`src/rtl/tcw_pkg.sv`:
```
// Package for the text console writer: field widths, character codes, command and op types.
`timescale 1ns / 1ps
`default_nettype none
package tcw_pkg;

  localparam int CMD_W  = 2;
  localparam int CHAR_W = 8;
  localparam int IDX_W  = 11;
  localparam int POS_W  = 11;
  localparam int CELL_W = 16;
  localparam int ATTR_W = 8;

  localparam logic [CMD_W-1:0] CMD_PUT   = 2'd0;
  localparam logic [CMD_W-1:0] CMD_CLEAR = 2'd1;
  localparam logic [CMD_W-1:0] CMD_READ  = 2'd2;

  localparam logic [CHAR_W-1:0] CHAR_BS    = 8'h08;
  localparam logic [CHAR_W-1:0] CHAR_TAB   = 8'h09;
  localparam logic [CHAR_W-1:0] CHAR_LF    = 8'h0A;
  localparam logic [CHAR_W-1:0] CHAR_CR    = 8'h0D;
  localparam logic [CHAR_W-1:0] CHAR_SPACE = 8'h20;
  localparam logic [CHAR_W-1:0] CHAR_LAST  = 8'h7F;

  localparam logic [ATTR_W-1:0] ATTR_RESET = 8'h0F;
  localparam int                TAB_STOP   = 8;

  typedef enum logic [2:0] {
    OP_NONE  = 3'd0,
    OP_BS    = 3'd1,
    OP_TAB   = 3'd2,
    OP_CR    = 3'd3,
    OP_LF    = 3'd4,
    OP_PRINT = 3'd5,
    OP_CLEAR = 3'd6,
    OP_READ  = 3'd7
  } op_e;

  typedef struct packed {
    op_e                op;
    logic [CHAR_W-1:0]  ch;
    logic [IDX_W-1:0]   idx;
    logic               idx_ok;
  } cmd_t;

  typedef struct packed {
    logic valid;
    cmd_t cmd;
  } fwd_t;

  typedef struct packed {
    logic pop;
    logic init;
  } bwd_t;

  typedef enum logic [4:0] {
    ST_INIT   = 5'b00001,
    ST_IDLE   = 5'b00010,
    ST_READ   = 5'b00100,
    ST_SCROLL = 5'b01000,
    ST_BLANK  = 5'b10000
  } state_e;

endpackage
`default_nettype wire

```
`src/rtl/tcw_front.sv`:
```
// Front end: accepts commands, classifies them and queues them for the back end.
`timescale 1ns / 1ps
`default_nettype none
module tcw_front #(
  parameter int NCELLS = 2000
) (
  input  wire logic                       clk_i,
  input  wire logic                       rst_ni,
  input  wire logic                       push,
  output logic                            full,
  input  wire logic [tcw_pkg::CMD_W-1:0]  command_i,
  input  wire logic [tcw_pkg::CHAR_W-1:0] char_code_i,
  input  wire logic [tcw_pkg::IDX_W-1:0]  read_index_i,
  output tcw_pkg::fwd_t                   fwd_o,
  input  wire tcw_pkg::bwd_t              bwd_i
);
  import tcw_pkg::*;

  localparam int DEPTH = 2;

  cmd_t       cls;
  cmd_t       entry_q [DEPTH];
  logic       wr_ptr_q, wr_ptr_d, rd_ptr_q, rd_ptr_d;
  logic [1:0] cnt_q, cnt_d;
  logic       acc;

  always_comb begin
    cls.ch     = char_code_i;
    cls.idx    = read_index_i;
    cls.idx_ok = 32'(read_index_i) < NCELLS;
    cls.op     = OP_NONE;
    case (command_i)
      CMD_PUT: begin
        case (char_code_i)
          CHAR_BS:  cls.op = OP_BS;
          CHAR_TAB: cls.op = OP_TAB;
          CHAR_CR:  cls.op = OP_CR;
          CHAR_LF:  cls.op = OP_LF;
          default: begin
            if (char_code_i inside {[CHAR_SPACE:CHAR_LAST]}) begin
              cls.op = OP_PRINT;
            end
          end
        endcase
      end
      CMD_CLEAR: cls.op = OP_CLEAR;
      CMD_READ:  cls.op = OP_READ;
      default:   cls.op = OP_NONE;
    endcase
  end

  assign full = (cnt_q == 2'(DEPTH)) || bwd_i.init;
  assign acc  = push && !full;

  always_comb begin
    wr_ptr_d = wr_ptr_q;
    rd_ptr_d = rd_ptr_q;
    cnt_d    = cnt_q;
    if (acc) begin
      wr_ptr_d = ~wr_ptr_q;
    end
    if (bwd_i.pop) begin
      rd_ptr_d = ~rd_ptr_q;
    end
    if (acc && !bwd_i.pop) begin
      cnt_d = cnt_q + 2'd1;
    end else if (!acc && bwd_i.pop) begin
      cnt_d = cnt_q - 2'd1;
    end
  end

  always_ff @(posedge clk_i or negedge rst_ni) begin
    if (!rst_ni) begin
      wr_ptr_q <= 1'b0;
      rd_ptr_q <= 1'b0;
      cnt_q    <= 2'd0;
    end else begin
      wr_ptr_q <= wr_ptr_d;
      rd_ptr_q <= rd_ptr_d;
      cnt_q    <= cnt_d;
    end
  end

  always_ff @(posedge clk_i) begin
    if (acc) begin
      entry_q[wr_ptr_q] <= cls;
    end
  end

  assign fwd_o.valid = (cnt_q != 2'd0);
  assign fwd_o.cmd   = entry_q[rd_ptr_q];

endmodule
`default_nettype wire

```
`config.mk`:
```
export PLATFORM = sky130hd
export DESIGN_NAME = tcw_front
export DESIGN_NICKNAME = d
export VERILOG_FILES = /design/src/rtl/tcw_pkg.sv /design/src/rtl/tcw_front.sv
export SDC_FILE = /design/constraint.sdc
export NUM_CORES = 1
export LEC_CHECK = 0
export ABC_AREA = 1
export BUFFER_PORTS_ARGS = -buffer_cell sky130_fd_sc_hd__clkbuf_2
export CORE_UTILIZATION = 57
export DETAILED_ROUTE_END_ITERATION = 10
export PLACE_DENSITY_LB_ADDON = 0.08
export SYNTH_ARGS = -nofsm -noshare
export SYNTH_HDL_FRONTEND = slang
export SYNTH_SLANG_ARGS = --single-unit
```
`constraint.sdc`:
```
create_clock -name clk_i -period 3.4 [get_ports clk_i]
set_input_delay 0.68 -clock clk_i [delete_from_list [all_inputs] [get_ports clk_i]]
set_output_delay 0.68 -clock clk_i [all_outputs]
set_load 0.02 [all_outputs]
```
After elaboration in Yosys (flattened, before gate mapping)
Memories as Yosys holds them, arrays and structs flattened. Index checks and enable logic that the tools add are counted.

Add/subtract/negate cells: 2. Bitwise operators: 2. Shift operators: 0. Mux-type cells: 7. Divide/modulo/power cells: 0. Eq/ne operators: 7. Multipliers: 0. Magnitude comparators: 3. Reductions and logical operators: 11.

Operator list (number): equality test 8 x 4 -> 1 bit (second input constant) (4); case mux 3 bit (4 select lines) (1); < comparator 11 bit (second input constant) (1); case mux 3 bit (3 select lines) (1); >= comparator 8 x 6 -> 1 bit (second input constant) (1); <= comparator 8 x 7 -> 1 bit (second input constant) (1); equality test 2 bit (second input constant) (2); logical AND 1 bit (4); 2-to-1 mux 2 bit (2); nonzero test 2 bit (2); zero test 1 bit (3); 2-to-1 mux 3 bit (1); adder 2 x 1 -> 2 bit (second input constant) (1); equality test 2 x 1 -> 1 bit (second input constant) (1); zero test 2 bit (1); 2-to-1 mux 1 bit (2); inverter 1 bit (2); subtractor 2 x 1 -> 2 bit (second input constant) (1); logical OR 1 bit (1).

Flip-flop bits (word level): 4. Input bits: 26. Memory bits (writable): 46. Bits in latches: 0. Memories: 1. Output and inout port bits: 25. ROM bits: 0.

Memory list: entry_q (words 2, bits a word 23, rd ports 1, clocked after Yosys merged registers in 0, wr ports 1, RTL line tcw_front.sv:22) `cmd_t entry_q [DEPTH];`.

Longest topological paths before layout
Word-level depth: 8. Depth in mapped cells: 8. Gate-level depth less buffers: 8.

Worst setup path after synthesis
Ideal clock, no wire load.

Kind: in2reg. Start point: input port bwd_i[0] in the netlist's numbering. End point: memory entry_q[0][0] in the netlist's numbering (enable). Setup slack: 1.119 ns. Setup time: 0.403 ns. Path buffers: 0. Stages: 3. Required time: 2.997 ns. Arrival time: 1.878 ns. Path through: inv_1 nand3_1 nor2_1.

Longest elaborated chain between the ends: 5.

RTL lines: start, declared (RTL line tcw_front.sv:15) `input wire tcw_pkg::bwd_t bwd_i`; logical OR 1 bit (RTL line tcw_front.sv:52) `assign full = (cnt_q == 2'(DEPTH)) || bwd_i.init;`; zero test 1 bit (RTL line tcw_front.sv:53) `assign acc = push && !full;`; logical AND 1 bit (RTL line tcw_front.sv:53); 2-to-1 mux 1 bit (RTL line tcw_front.sv:85) `if (acc) begin`; 2-to-1 mux 1 bit (implied by the code) (RTL line tcw_front.sv:86) `entry_q[wr_ptr_q] <= cls;`; end, declared (RTL line tcw_front.sv:22).

Every way passes these cells.

==> results.yml <==
pwr:
  clockPowerShare_pct: 17.8
  p_sw_share_pct: 32.29
  combPwrFrac_pct: 37.1
  power_switching_mw: 0.5765
  cellLeakagePower_nw: 1.099
  internal_power_mw: 1.209
  peakVddDrop_uv: 420.1
  power_density_nw_per_um2: 708.6
  p_seq_share_pct: 45.1
setup_path:
  cp_slowest_stage_delay_ns: 0.36
  end_kind: "output pin"
  startpoint_type: "register"
  worstSetupPathType: "reg -> out"
  worstPathArrival_ns: 1.42
  required_ns: 2.72
  reg2reg_depth: 5
  cp_max_fo: 12
  cp.depth: 3
  crit_chain: "buf_4, mux2_2, clkbuf_2"
  cp_top_family: "buffers and inverters"
  path_buf_inv: 2
  slowest_stage: "mux2_2"
sta:
  tightest_slew_ns: 0.6181
  setup_ws_ns: 1.305
  setup_viol: 0
  skew_ns: 0.003354
  maxSlewHeadroom_pct: 58.75
  hold_viol: 0
  timing.final.crit_period_ns: 2.095
  drv_slew: 0
  period_share_pct: 61.62
  max_freq_mhz: 477.3
  rsz0062_at_grt: "false"
  tns_ns: 0
cells_and_area:
  fin_nets: 219
  areaGrowthSynthToFinish_pct: 17.57
  insertedDiodeCount: 0
  layout_common_cells: "50 x clkbuf_2, 46 x edfxtp_1, 19 x mux2_4"
  final_common_cell: "clkbuf_2"
  drive_gt1_share_pct: 45.03
  utilization_pct: 72.66
  nFillCells: 262
clock_tree:
  cts_resized: 0
  cts.clk_slew.worst_paths_ns: 0.08
  cts_setup_buffers: 0
  holdBufCountCts: 0
  worst_skew_pair.late_latency_ns: 0.30
  cts_root_buffer: "clkbuf_8"
  clock_sinks: 50
  cts_tree: "done"
  h-tree-depth: 2
  clockBufferDepth: 2
  numCtsBuffers: 5
placed_design:
  gp_congestion: 0.7714
  place_ws_ns: 1.213
  dp_hpwl_mm: 2.436
  portBuffers: 50
detailed_routing:
  wire_per_inst_microns: 13.54
  drt_iter0_drc: 32
  vias: 1187
  firstDrtPassIters: 4
  wl_mm: 3.208
  via_per_inst: 5.008
  route.detailed.drc: 0
  ant_nets: 0
synthesis:
  ys_types: 18
  netlist_instances: 132
  ys_warn_count: 0
  ys_seq_elements: 50
  syn_area_sq_um: 2143
  post_synth.cell_area_avg_sq_um: 16.24
  synth_nets: 161
  synth_seq_area_share_pct: 69.12
grt:
  use_met3_pct: 3.804
  grt_pass1_vias: 1164
  grt_util_met2_pct: 32.31
  grt_pass1_wl_mm: 5.133
  use_met1_pct: 19.77
  grt_start_max_net_pins: 16
  grt_usage_pct: 18.01
  gr-total-overflow: 0
  grt_most_used_layer: "met2"
  antenna_found_initial: 0
run_status:
  status: "completed"
worst_hold_path:
  min_path_type: "in -> async"
die:
  die-width_microns: 63.32
  num_rows: 21
  coreArea_sq_um: 3468
  ios: 51
  die_y_microns: 63.32
  dieArea_sq_um: 4009
  initial_core_util_pct: 61.80
run:
  maxCapViolations: 0
per-stage QoR:
step | cell area [sq um] | hold slack [ns] | power, mW | cells
finish | 2520 | 0.1746 | 1.786 | 237
global route | 2520 | 0.1663 | 1.866 | 237
CTS | 2520 | 0.1683 | 1.805 | 237
detailed placement | 2435 | 0.4870 | 1.490 | 229
global placement | 2435 | 0.4621 | 1.471 | 229
floorplan | 2143 | 0.3844 | 1.358 | 132
state kept, by name (all words and copies together), names as in the netlist:
name,flops
entry_q,46
cnt_q,2
rd_ptr_q,1
wr_ptr_q,1
cells in the mapped netlist:
| library cell | count | share of area [%] |
|---|---|---|
| nand4_1 | 1 | 0.29 |
| xnor2_1 | 2 | 0.82 |
| mux2_2 | 4 | 2.1 |
| dfrtp_1 | 4 | 4.7 |
| a21oi_1 | 3 | 0.70 |
| inv_1 | 17 | 3.0 |
| mux2_4 | 19 | 13 |
| nand2_1 | 14 | 2.5 |
| nor2_1 | 7 | 1.2 |
| nand3_1 | 2 | 0.47 |
| edfxtp_1 | 46 | 64 |
| o2111ai_1 | 1 | 0.41 |
| buf_6 | 1 | 0.53 |
| ha_1 | 3 | 1.8 |
| xor2_1 | 3 | 1.2 |
| and3_1 | 1 | 0.29 |
| buf_12 | 2 | 1.9 |
| o21ai_0 | 2 | 0.47 |
power groups by stage:
| stage | clock, mW | combinational [mW] | sequential [mW] |
|---|---|---|---|
| 2_1_floorplan | 0 | 0.548 | 0.810 |
| 3_3_place_gp | 0 | 0.659 | 0.813 |
| 3_5_place_dp | 0 | 0.670 | 0.820 |
| 4_1_cts | 0.326 | 0.673 | 0.806 |
| 5_1_grt | 0.346 | 0.707 | 0.813 |
| 6_report | 0.318 | 0.662 | 0.805 |
metal layers:
metal  share of wire, %  up-vias  wire, microns
met1                 40      561           1268
met3                4.1        7            133
li1                   -      578              -
met4                2.2        0             69
met5                  0        -              0
met2                 54       41           1736
cells by family (layout without fill, tap and decap cells):
group,count (synthesis),after routing,synth area share [%]
flops,50,50,69.12
simple gates,25,25,4.729
mux,23,23,15.41
buf+inv,20,79,5.371
compound gates,6,6,1.576
xor+xnor,5,5,2.044
fa+ha+maj,3,3,1.752
path summary, 6_finish.rpt:
check	startpoint	to	slack (ns)
max in group asynchronous	rst_ni	rd_ptr_q	3.10
min in group clk_i	cnt_q[0]	cnt_q[0]	0.50
min	rst_ni	cnt_q[0]	0.17
min reg2reg	cnt_q[0]	cnt_q[0]	0.50
max reg2reg	cnt_q[0]	entry_q[0][10]	1.53
max	rd_ptr_q	fwd_o[22]	1.30
cell type report:
class	count	area (sq um)	area share (%)
Timing Repair Buffer	54	280.3	11.12
Clock buffer	5	68.82	2.731
Clock inverter	3	16.27	0.6455
Tap cell	46	57.56	2.284
Multi-Input combinational cell	62	551.8	21.90
Inverter	17	63.81	2.532
Sequential cell	50	1481	58.79
Power figures use the tool's default switching activity.
